<file path="config.mk">
export PLATFORM = sky130hd
export DESIGN_NAME = padded_integer_to_ascii_unit_flat
export DESIGN_NICKNAME = d
export VERILOG_FILES = /design/src/rtl/core/pia_pkg.sv /design/src/rtl/core/pia_in_if.sv /design/src/rtl/core/pia_out_if.sv /design/src/rtl/core/pia_divider.sv /design/src/rtl/core/padded_integer_to_ascii_unit.sv /design/src/flat_wrapper.sv
export VERILOG_INCLUDE_DIRS = /design/src /design/src/rtl/core
export SDC_FILE = /design/constraint.sdc
export NUM_CORES = 2
export LEC_CHECK = 0
export BUFFER_PORTS_ARGS = -buffer_cell sky130_fd_sc_hd__buf_2
export CAP_MARGIN = 20
export CORE_ASPECT_RATIO = 1.1
export CORE_UTILIZATION = 65
export DETAILED_ROUTE_END_ITERATION = 10
export GPL_TIMING_DRIVEN = 1
export PLACE_DENSITY = 0.92
export REMOVE_ABC_BUFFERS = 1
export SYNTH_ARGS = -nofsm -noshare
export SYNTH_HDL_FRONTEND = slang
export SYNTH_SLANG_ARGS = --single-unit
</file>
<file path="constraint.sdc">
create_clock -name i_clk -period 18.85 [get_ports i_clk]
set_clock_uncertainty 0.15 [all_clocks]
set_input_delay 1.885 -clock i_clk [delete_from_list [all_inputs] [get_ports i_clk]]
set_output_delay 1.885 -clock i_clk [all_outputs]
set_load 0.05 [all_outputs]
</file>
<file path="src/rtl/core/padded_integer_to_ascii_unit_assert.svh">
// assertion macros shared by the formatting unit
// clock and reset are taken from the module that uses them
`ifndef PADDED_INTEGER_TO_ASCII_UNIT_ASSERT_SVH
`define PADDED_INTEGER_TO_ASCII_UNIT_ASSERT_SVH

// same-cycle implication
`define PIA_ASSERT(lbl, ante, cons) \
    lbl: assert property (@(posedge i_clk) disable iff (!i_rst_n) (ante) |-> (cons)) \
        else $error("pia assertion failed");

// next-cycle implication
`define PIA_ASSERT_NEXT(lbl, ante, cons) \
    lbl: assert property (@(posedge i_clk) disable iff (!i_rst_n) (ante) |=> (cons)) \
        else $error("pia assertion failed");

`endif

</file>
<file path="src/rtl/core/pia_pkg.sv">
`timescale 1ns / 1ps
`default_nettype none

package pia_pkg;

    localparam int VALUE_W  = 32;
    localparam int FW_W     = 6;
    localparam int PREC_W   = 6;
    localparam int CHAR_W   = 8;
    localparam int DIGIT_W  = 4;
    // counts up to 127 characters
    localparam int LEN_W    = 7;

    localparam logic [PREC_W-1:0] PREC_MAX = PREC_W'(48);

    localparam logic OP_DEC = 1'b0;
    localparam logic OP_HEX = 1'b1;

    localparam logic [CHAR_W-1:0] CHAR_SPACE = 8'h20;
    localparam logic [CHAR_W-1:0] CHAR_MINUS = 8'h2d;
    localparam logic [CHAR_W-1:0] CHAR_ZERO  = 8'h30;
    // 'a' minus ten
    localparam logic [CHAR_W-1:0] CHAR_HEX_OFS = 8'd87;

    localparam logic [DIGIT_W-1:0] DEC_LAST = 4'd9;

    function automatic logic [CHAR_W-1:0] digit_char(input logic [DIGIT_W-1:0] d);
        logic [CHAR_W-1:0] ext;
        ext = CHAR_W'(d);
        return (d <= DEC_LAST) ? (ext + CHAR_ZERO) : (ext + CHAR_HEX_OFS);
    endfunction

endpackage

`default_nettype wire

</file>
<file path="src/rtl/core/pia_in_if.sv">
`timescale 1ns / 1ps
`default_nettype none

interface pia_in_if import pia_pkg::*; ();
    logic              valid;
    logic              ready;
    logic              opcode;
    logic [VALUE_W-1:0] value;
    logic [FW_W-1:0]   field_width;
    logic              has_precision;
    logic [PREC_W-1:0] precision;

    modport source (
        output valid, opcode, value, field_width, has_precision, precision,
        input  ready
    );
    modport sink (
        input  valid, opcode, value, field_width, has_precision, precision,
        output ready
    );
endinterface

`default_nettype wire

</file>
<file path="src/rtl/core/pia_out_if.sv">
`timescale 1ns / 1ps
`default_nettype none

interface pia_out_if import pia_pkg::*; ();
    logic              valid;
    logic              ready;
    logic [CHAR_W-1:0] out_char;
    logic              last_char;

    modport source (output valid, out_char, last_char, input ready);
    modport sink (input valid, out_char, last_char, output ready);
endinterface

`default_nettype wire

</file>
<file path="src/rtl/core/pia_divider.sv">
`timescale 1ns / 1ps
`default_nettype none

// one digit step: quotient and remainder by 10 or 16
// product is registered, results are valid in the cycle after i_mag settles
module pia_divider import pia_pkg::*; #(
    parameter int MAG_W = 32
) (
    input  wire logic               i_clk,
    input  wire logic               i_hex,
    input  wire logic [MAG_W-1:0]   i_mag,
    output logic      [MAG_W-1:0]   o_quot,
    output logic      [DIGIT_W-1:0] o_rem
);

    localparam int PW = MAG_W + 32;
    // ceil(2^35 / 10), exact for every 32-bit dividend
    localparam logic [PW-1:0] RECIP_10 = PW'(32'hcccc_cccd);
    localparam int RECIP_SHIFT = 35;

    logic [PW-1:0]    r_prod;
    logic [MAG_W-1:0] w_q10;
    logic [MAG_W-1:0] w_r10;

    always_ff @(posedge i_clk) begin
        r_prod <= PW'(i_mag) * RECIP_10;
    end

    assign w_q10  = MAG_W'(r_prod >> RECIP_SHIFT);
    assign w_r10  = i_mag - (w_q10 << 3) - (w_q10 << 1);
    assign o_quot = i_hex ? (i_mag >> 4) : w_q10;
    assign o_rem  = i_hex ? i_mag[DIGIT_W-1:0] : w_r10[DIGIT_W-1:0];

endmodule

`default_nettype wire

</file>
<file path="src/rtl/core/padded_integer_to_ascii_unit.sv">
// sequence: per digit a multiply state then a digit state (up to 10 decimal, 8 hex), then the length math,
//   then one character per cycle while the output side takes them
// a new request is taken only once the last character of the current one has been loaded
// the digit loop runs through the shared multiply-by-reciprocal unit, one digit per pass
// reset: synchronous active-low i_rst_n returns the sequencer to idle, output empty
`timescale 1ns / 1ps
`default_nettype none

`include "padded_integer_to_ascii_unit_assert.svh"

module padded_integer_to_ascii_unit import pia_pkg::*; #(
    parameter int MAX_WIDTH  = 60,
    parameter int VALUE_BITS = 32
) (
    input  wire logic i_clk,
    input  wire logic i_rst_n,
    pia_in_if.sink    i_in,
    pia_out_if.source o_out
);

    // value bits that survive the 32-bit port and the configured width
    localparam int MAG_W     = (VALUE_BITS < VALUE_W) ? VALUE_BITS : VALUE_W;
    // a sign bit only exists when it lies inside the port
    localparam bit SIGN_EN   = (VALUE_BITS <= VALUE_W);
    // decimal digits of 2^MAG_W - 1 (log10(2) ~ 0.30103), also covers hex
    localparam int DIG_DEPTH = (MAG_W * 30103) / 100000 + 1;
    localparam int DIG_AW    = $clog2(DIG_DEPTH);
    localparam int CNT_W     = $clog2(DIG_DEPTH + 1);
    localparam logic [LEN_W-1:0] W_MAX = LEN_W'(MAX_WIDTH);

    // sequencer: capture, then alternate multiply / digit unless skipped, then lengths, then emit if any
    typedef enum logic [4:0] {
        S_IDLE = 5'b00001,
        S_MUL  = 5'b00010,
        S_DIG  = 5'b00100,
        S_CALC = 5'b01000,
        S_EMIT = 5'b10000
    } t_state;

    t_state r_state;
    t_state n_state;

    // request fields captured at acceptance; r_mag and r_neg are consumed as the item runs
    logic               r_hex;
    logic [MAG_W-1:0]   r_mag;
    logic               r_neg;
    logic [LEN_W-1:0]   r_width;
    logic [PREC_W-1:0]  r_prec;

    // digit store, least significant first, no reset needed
    logic [DIGIT_W-1:0] r_digits [DIG_DEPTH];
    logic [CNT_W-1:0]   r_ndig;
    logic [CNT_W-1:0]   r_didx;

    // emission counters
    logic [LEN_W-1:0]   r_spaces;
    logic [LEN_W-1:0]   r_zeros;
    logic [LEN_W-1:0]   r_left;

    // output register
    logic               r_out_valid;
    logic [CHAR_W-1:0]  r_char;
    logic               r_last;

    // capture path
    logic               w_accept;
    logic [MAG_W-1:0]   w_v;
    logic               w_neg;
    logic [MAG_W-1:0]   w_mag;
    logic [LEN_W-1:0]   w_fw;
    logic [LEN_W-1:0]   w_w;
    logic [PREC_W-1:0]  w_p;
    logic               w_skip;

    // shared digit unit
    logic [MAG_W-1:0]   w_quot;
    logic [DIGIT_W-1:0] w_rem;

    // length math
    logic [LEN_W-1:0]   w_ndig_l;
    logic [LEN_W-1:0]   w_prec_l;
    logic [LEN_W-1:0]   w_zeros;
    logic [LEN_W-1:0]   w_body;
    logic [LEN_W-1:0]   w_spaces;
    logic [LEN_W-1:0]   w_total;

    // emission
    logic               w_load;
    logic [CNT_W-1:0]   w_didx_m1;
    logic [CHAR_W-1:0]  w_char;

    assign i_in.ready     = (r_state == S_IDLE);
    assign w_accept       = i_in.valid && i_in.ready;

    assign o_out.valid     = r_out_valid;
    assign o_out.out_char  = r_char;
    assign o_out.last_char = r_last;

    // --- request capture: sign, magnitude and saturated lengths ---
    assign w_v   = i_in.value[MAG_W-1:0];
    assign w_neg = SIGN_EN && (i_in.opcode == OP_DEC) && w_v[MAG_W-1];
    // two's complement negate; the most negative value maps to its own bits,
    // which is already the right unsigned magnitude
    assign w_mag = w_neg ? (~w_v + MAG_W'(1)) : w_v;
    assign w_fw  = LEN_W'(i_in.field_width);
    assign w_w   = (w_fw > W_MAX) ? W_MAX : w_fw;

    always_comb begin
        priority if (!i_in.has_precision) begin
            w_p = '0;
        end else if (i_in.precision > PREC_MAX) begin
            w_p = PREC_MAX;
        end else begin
            w_p = i_in.precision;
        end
    end

    // zero value with an explicit zero precision prints no digits at all
    assign w_skip = (w_mag == '0) && i_in.has_precision && (i_in.precision == '0);

    // --- shared digit unit, product registered inside ---
    pia_divider #(
        .MAG_W (MAG_W)
    ) u_divider (
        .i_clk  (i_clk),
        .i_hex  (r_hex),
        .i_mag  (r_mag),
        .o_quot (w_quot),
        .o_rem  (w_rem)
    );

    // --- lengths: zeros count toward the width, spaces fill the rest ---
    assign w_ndig_l = LEN_W'(r_ndig);
    assign w_prec_l = LEN_W'(r_prec);
    assign w_zeros  = (w_prec_l > w_ndig_l) ? (w_prec_l - w_ndig_l) : '0;
    assign w_body   = LEN_W'(r_neg) + w_zeros + w_ndig_l;
    assign w_spaces = (r_width > w_body) ? (r_width - w_body) : '0;
    assign w_total  = w_spaces + w_body;

    // --- emission: spaces, sign, zeros, digits most significant first ---
    // a new character loads when the output register is empty or being drained
    assign w_load    = (r_state == S_EMIT) && (!r_out_valid || o_out.ready);
    assign w_didx_m1 = r_didx - CNT_W'(1);

    always_comb begin
        priority if (r_spaces != '0) begin
            w_char = CHAR_SPACE;
        end else if (r_neg) begin
            w_char = CHAR_MINUS;
        end else if (r_zeros != '0) begin
            w_char = CHAR_ZERO;
        end else begin
            w_char = digit_char(r_digits[w_didx_m1[DIG_AW-1:0]]);
        end
    end

    // --- sequencer ---
    always_comb begin
        n_state = r_state;
        unique case (r_state)
            S_IDLE: begin
                if (w_accept) begin
                    n_state = w_skip ? S_CALC : S_MUL;
                end
            end
            S_MUL: begin
                n_state = S_DIG;
            end
            S_DIG: begin
                // do-while: at least one digit unless skipped at capture
                n_state = (w_quot == '0) ? S_CALC : S_MUL;
            end
            S_CALC: begin
                n_state = (w_total == '0) ? S_IDLE : S_EMIT;
            end
            S_EMIT: begin
                if (w_load && (r_left == LEN_W'(1))) begin
                    n_state = S_IDLE;
                end
            end
            default: begin
                n_state = S_IDLE;
            end
        endcase
    end

    always_ff @(posedge i_clk) begin
        if (!i_rst_n) begin
            r_state     <= S_IDLE;
            r_out_valid <= 1'b0;
        end else begin
            r_state <= n_state;
            if (w_load) begin
                r_out_valid <= 1'b1;
            end else if (o_out.ready) begin
                r_out_valid <= 1'b0;
            end
        end
    end

    // datapath, gated by the sequencer
    always_ff @(posedge i_clk) begin
        if (w_accept) begin
            r_hex   <= i_in.opcode;
            r_mag   <= w_mag;
            r_neg   <= w_neg;
            r_width <= w_w;
            r_prec  <= w_p;
            r_ndig  <= '0;
        end
        if (r_state == S_DIG) begin
            r_digits[r_ndig[DIG_AW-1:0]] <= w_rem;
            r_ndig <= r_ndig + CNT_W'(1);
            r_mag  <= w_quot;
        end
        if (r_state == S_CALC) begin
            r_spaces <= w_spaces;
            r_zeros  <= w_zeros;
            r_left   <= w_total;
            r_didx   <= r_ndig;
        end
        if (w_load) begin
            r_char <= w_char;
            r_last <= (r_left == LEN_W'(1));
            r_left <= r_left - LEN_W'(1);
            priority if (r_spaces != '0) begin
                r_spaces <= r_spaces - LEN_W'(1);
            end else if (r_neg) begin
                r_neg <= 1'b0;
            end else if (r_zeros != '0) begin
                r_zeros <= r_zeros - LEN_W'(1);
            end else begin
                r_didx <= w_didx_m1;
            end
        end
    end

    // --- checks ---
    // digit count never runs past the store
    `PIA_ASSERT(a_ndig_bound, r_state == S_DIG, r_ndig < CNT_W'(DIG_DEPTH))
    // decimal remainders stay within one decimal digit
    `PIA_ASSERT(a_dec_digit, (r_state == S_DIG) && !r_hex, w_rem <= DEC_LAST)
    // emission never runs with nothing left to send
    `PIA_ASSERT(a_emit_left, r_state == S_EMIT, r_left != '0)
    // loading the final character flags it and frees the sequencer
    `PIA_ASSERT_NEXT(a_last_done, w_load && (r_left == LEN_W'(1)),
                     (r_state == S_IDLE) && r_out_valid && r_last)

endmodule

`default_nettype wire

</file>
<file path="src/flat_wrapper.sv">
// flat-port wrapper written by rule: the top's interface ports become plain ports
module padded_integer_to_ascii_unit_flat import pia_pkg::*;
#(
    parameter int MAX_WIDTH  = 60,
    parameter int VALUE_BITS = 32
)
  (i_clk, i_rst_n, i_in_valid, i_in_opcode, i_in_value, i_in_field_width, i_in_has_precision, i_in_precision, i_in_ready, o_out_valid, o_out_out_char, o_out_last_char, o_out_ready);
  pia_in_if i_in_i ();
  pia_out_if o_out_i ();
  input  wire logic i_clk;
  input  wire logic i_rst_n;
  input wire logic [$bits(i_in_i.valid)-1:0] i_in_valid;
  input wire logic [$bits(i_in_i.opcode)-1:0] i_in_opcode;
  input wire logic [$bits(i_in_i.value)-1:0] i_in_value;
  input wire logic [$bits(i_in_i.field_width)-1:0] i_in_field_width;
  input wire logic [$bits(i_in_i.has_precision)-1:0] i_in_has_precision;
  input wire logic [$bits(i_in_i.precision)-1:0] i_in_precision;
  output wire logic [$bits(i_in_i.ready)-1:0] i_in_ready;
  output wire logic [$bits(o_out_i.valid)-1:0] o_out_valid;
  output wire logic [$bits(o_out_i.out_char)-1:0] o_out_out_char;
  output wire logic [$bits(o_out_i.last_char)-1:0] o_out_last_char;
  input wire logic [$bits(o_out_i.ready)-1:0] o_out_ready;
  assign i_in_i.valid = i_in_valid;
  assign i_in_i.opcode = i_in_opcode;
  assign i_in_i.value = i_in_value;
  assign i_in_i.field_width = i_in_field_width;
  assign i_in_i.has_precision = i_in_has_precision;
  assign i_in_i.precision = i_in_precision;
  assign i_in_ready = i_in_i.ready;
  assign o_out_valid = o_out_i.valid;
  assign o_out_out_char = o_out_i.out_char;
  assign o_out_last_char = o_out_i.last_char;
  assign o_out_i.ready = o_out_ready;
  padded_integer_to_ascii_unit #(.MAX_WIDTH(MAX_WIDTH), .VALUE_BITS(VALUE_BITS)) u_core (.i_clk(i_clk), .i_rst_n(i_rst_n), .i_in(i_in_i), .o_out(o_out_i));
endmodule
</file>
==> results_dict.tcl <==
set metrics [dict create \
    core_region_area_um2 39100 \
    cts_sinks 158 \
    setup_viol 0 \
    drc 0 \
    yosys_warnings 0 \
    h-tree-depth 4 \
    initial_utilization_pct 65.9 \
    cts_made_buffers 17 \
    hpwl_um 64500 \
    placementRows 76 \
    relSlewSlack_pct 27.2 \
    first_global_vias 20500 \
    fp.dieH_um 211 \
    yosysUniqueCellTypes 88 \
    clk_pin_slew_ns 0.07 \
    fin_nets 3461 \
    status "finished clean" \
    cts-hold-fix-buffers 0 \
    ys_seq_elements 158 \
    dr.pass1.iters 6 \
    crit_path_start_kind "flop" \
    fillers 2926 \
    cts_max_path_buffers 2 \
    tritoncts "yes" \
    grt_first_pass_wirelength_um 116000 \
    seq_area_frac_synth_pct 16.3 \
    first_iter_violations 1645 \
    worstHoldPathType "flop to flop" \
    grt_max_degree 56 \
    fmax_mhz 114 \
    syn-cell-area_um2 25800 \
    syn_inst 2583 \
    timing.final.max_slew_violations 0 \
    regArea_um2 4200 \
    port_buffers 59 \
    hold_depth 1 \
    drive_gt1_share_pct 4.90 \
    reg2reg_to "u_core.u_divider.r_prod[60]" \
    synth_edf_count 104 \
    syn_to_final_growth_pct 5.45 \
    multiInputGateArea_um2 18900 \
    grt_usage_pct 38.9 \
    wire_per_inst_um 23.7 \
    criticalPathCategory "flop to flop" \
    rsz0062_at_grt "no" \
    avgSynthCellArea_um2 9.98 \
    routed_via_density 6.10 \
    critPathMaxFanout 10 \
    cap_viol_max_count 0 \
    postCtsSetupRepairBufs 0 \
    asyncSetResetFlopFracSynth_pct 0 \
    synthFlopType "edfxtp_1" \
    cts_resized 0 \
    drt-total-wl_um 74500 \
    critical_path_required_ns 19.07 \
    die_x_um 192 \
    worstHoldStart "u_core.r_zeros[6]" \
    clock_latency_ns 0.44 \
    pin_count 61 \
    period_minus_slack_ns 8.76 \
    end_kind "flop" \
    hold_viol 0 \
    routabilityCongestion 1.10 \
    r2r_start "u_core.r_mag[0]" \
    r2r_slack_ns 10.09 \
    grt_overflow_total 0 \
    hold_path_end "u_core.r_zeros[6]" \
    worstMarginPinSlew_ns 1.08 \
    antenna_found_initial 1 \
    final_antenna_net_count 0 \
    fin_crit_sh_pct 46.5 \
    cts_root_buf "clkbuf_16" \
    crit_arrival_ns 8.98 \
    die-area_um2 40500 \
    via_count 19200 \
    r2r_cells 24 \
    tns_ns 0 \
]
## critical path: stages (launching register included)
cell,delay (ns)
edfxtp_1,0.74
inv_1,0.10
ha_1,0.33
inv_1,0.22
ha_1,0.46
inv_1,0.09
fa_1,0.52
inv_1,0.05
fa_1,0.55
fa_1,0.45
fa_1,0.50
inv_1,0.05
fa_1,0.47
inv_1,0.05
fa_1,0.44
ha_1,0.37
a21oi_1,0.23
o211ai_1,0.12
a21oi_1,0.55
o211ai_2,0.40
o21ba_2,0.31
o31ai_1,0.73
o22ai_1,0.28
a221oi_1,0.37
xnor2_1,0.15
## flip-flops by register name (all words and copies together) (netlist names)
register,cells
u_core.r_digits,40
u_core.o_out.out_char,7
u_core.r_neg,1
u_core.o_out.valid,1
u_core.u_divider.r_prod,29
u_core.r_left,7
u_core.r_zeros,7
u_core.r_didx,4
u_core.r_width,6
u_core.o_out.last_char,1
u_core.r_hex,1
u_core.r_prec,6
u_core.r_mag,32
u_core.r_spaces,7
u_core.r_state,5
u_core.r_ndig,4
## cell usage after synthesis (4+ instances only)
library cell | count | area share [%]
a221oi_1 | 5 | 0.17
a311oi_1 | 6 | 0.20
nand4_1 | 22 | 0.53
nor3_1 | 32 | 0.62
o21a_1 | 11 | 0.32
or3_1 | 16 | 0.39
and3_1 | 14 | 0.34
o31ai_1 | 5 | 0.15
a32oi_1 | 6 | 0.20
nand2b_1 | 8 | 0.19
o21bai_1 | 8 | 0.23
fa_1 | 419 | 33
clkbuf_1 | 41 | 0.60
nor2_1 | 93 | 1.4
a211oi_1 | 23 | 0.67
o211ai_1 | 9 | 0.26
xnor2_1 | 52 | 1.8
nand3_1 | 34 | 0.66
inv_1 | 661 | 9.6
a21oi_1 | 117 | 2.3
nor2b_1 | 26 | 0.63
o21ai_0 | 31 | 0.60
nand2_1 | 96 | 1.4
o22ai_1 | 12 | 0.29
o21ai_1 | 41 | 0.80
a21o_1 | 32 | 0.93
nor4_1 | 21 | 0.51
mux4_2 | 8 | 0.70
and2_1 | 22 | 0.53
xor2_1 | 35 | 1.2
edfxtp_1 | 104 | 12
ha_1 | 371 | 18
mux2i_1 | 22 | 0.85
nor3b_1 | 11 | 0.32
a21boi_0 | 4 | 0.12
nor4b_1 | 6 | 0.20
or4_1 | 8 | 0.23
a31oi_1 | 16 | 0.39
and3b_1 | 4 | 0.14
dfxtp_1 | 54 | 4.2
## routing by layer
metal | routed length, um | vias to the layer above | track usage [%]
li1 | - | 8490 | -
met3 | 5790 | 262 | 7.99
met4 | 4900 | 0 | 21.8
met2 | 36300 | 912 | 65.2
met1 | 27500 | 9504 | 46.6
met5 | 0 | - | 0
## worst max-delay path by stage
stage                     startpoint                          end  slack, ns  depth (start not counted)
CTS                  u_core.r_mag[0]  u_core.u_divider.r_prod[60]      10.13                         24
global route         u_core.r_mag[0]  u_core.u_divider.r_prod[60]       9.74                         24
floorplan           u_core.r_mag[17]  u_core.u_divider.r_prod[53]      11.67                         22
detailed placement   u_core.r_mag[0]  u_core.u_divider.r_prod[60]      10.17                         24
global placement     u_core.r_mag[0]  u_core.u_divider.r_prod[60]      10.22                         24
finish               u_core.r_mag[0]  u_core.u_divider.r_prod[60]      10.09                         24
## through the flow
stage                     std cells  util [%]  cell area [um^2]  worst slack, ns  hold WS [ns]
final                          3143      69.5             27200            10.09         0.349
after global routing           3142      69.5             27200             9.74         0.351
after CTS                      3139      69.5             27200            10.13         0.339
after detailed placement       3107      67.9             26600            10.17         0.326
after global placement         3107      67.9             26600            10.22         0.309
after floorplan                2535         -             25600            11.67         0.298
## cell families after synthesis
logic type,synth area share (%)
other,0.0145
buffers and inverters,10.4
multiplexers,1.77
flip-flops,16.3
XOR/XNOR,3.02
AND/OR/NAND/NOR,8.87
AO/OA/AOI/OAI,9.02
adder cells (fa/ha/maj),50.6
## final cells by class
cell class                 instances  area share [%]
multi-input combinational       1712            69.5
sequential                       158            15.5
inverter                         665            9.18
tap                              507            2.33
clock buffer                      17            1.57
timing repair buffer              67            1.31
clock inverter                    15           0.654
antenna                            2          0.0184
## layout by cell type (no fill, tap or decap), types with 6 or more instances in the layout
| cell type | Yosys | final |
|---|---|---|
| a211oi_1 | 23 | 23 |
| a21o_1 | 32 | 32 |
| a21oi_1 | 117 | 117 |
| a311oi_1 | 6 | 6 |
| a31oi_1 | 16 | 16 |
| a32oi_1 | 6 | 6 |
| and2_1 | 22 | 22 |
| and3_1 | 14 | 14 |
| buf_2 | 2 | 59 |
| buf_4 | 1 | 6 |
| clkbuf_16 | 0 | 17 |
| dfxtp_1 | 54 | 54 |
| edfxtp_1 | 104 | 104 |
| fa_1 | 419 | 419 |
| ha_1 | 371 | 371 |
| inv_1 | 661 | 661 |
| mux2i_1 | 22 | 22 |
| mux4_2 | 8 | 8 |
| nand2_1 | 96 | 96 |
| nand2b_1 | 8 | 8 |
| nand3_1 | 34 | 34 |
| nand4_1 | 22 | 22 |
| nor2_1 | 93 | 93 |
| nor2b_1 | 26 | 25 |
| nor3_1 | 32 | 32 |
| nor3b_1 | 11 | 11 |
| nor4_1 | 21 | 21 |
| nor4b_1 | 6 | 6 |
| o211ai_1 | 9 | 9 |
| o21a_1 | 11 | 11 |
| o21ai_0 | 31 | 31 |
| o21ai_1 | 41 | 41 |
| o21bai_1 | 8 | 8 |
| o22ai_1 | 12 | 12 |
| or3_1 | 16 | 16 |
| or4_1 | 8 | 8 |
| xnor2_1 | 52 | 52 |
| xor2_1 | 35 | 35 |
Power is left out: the tool's default activity adds up to more than one toggle a clock period on the data nets, which glitch-free logic cannot reach.
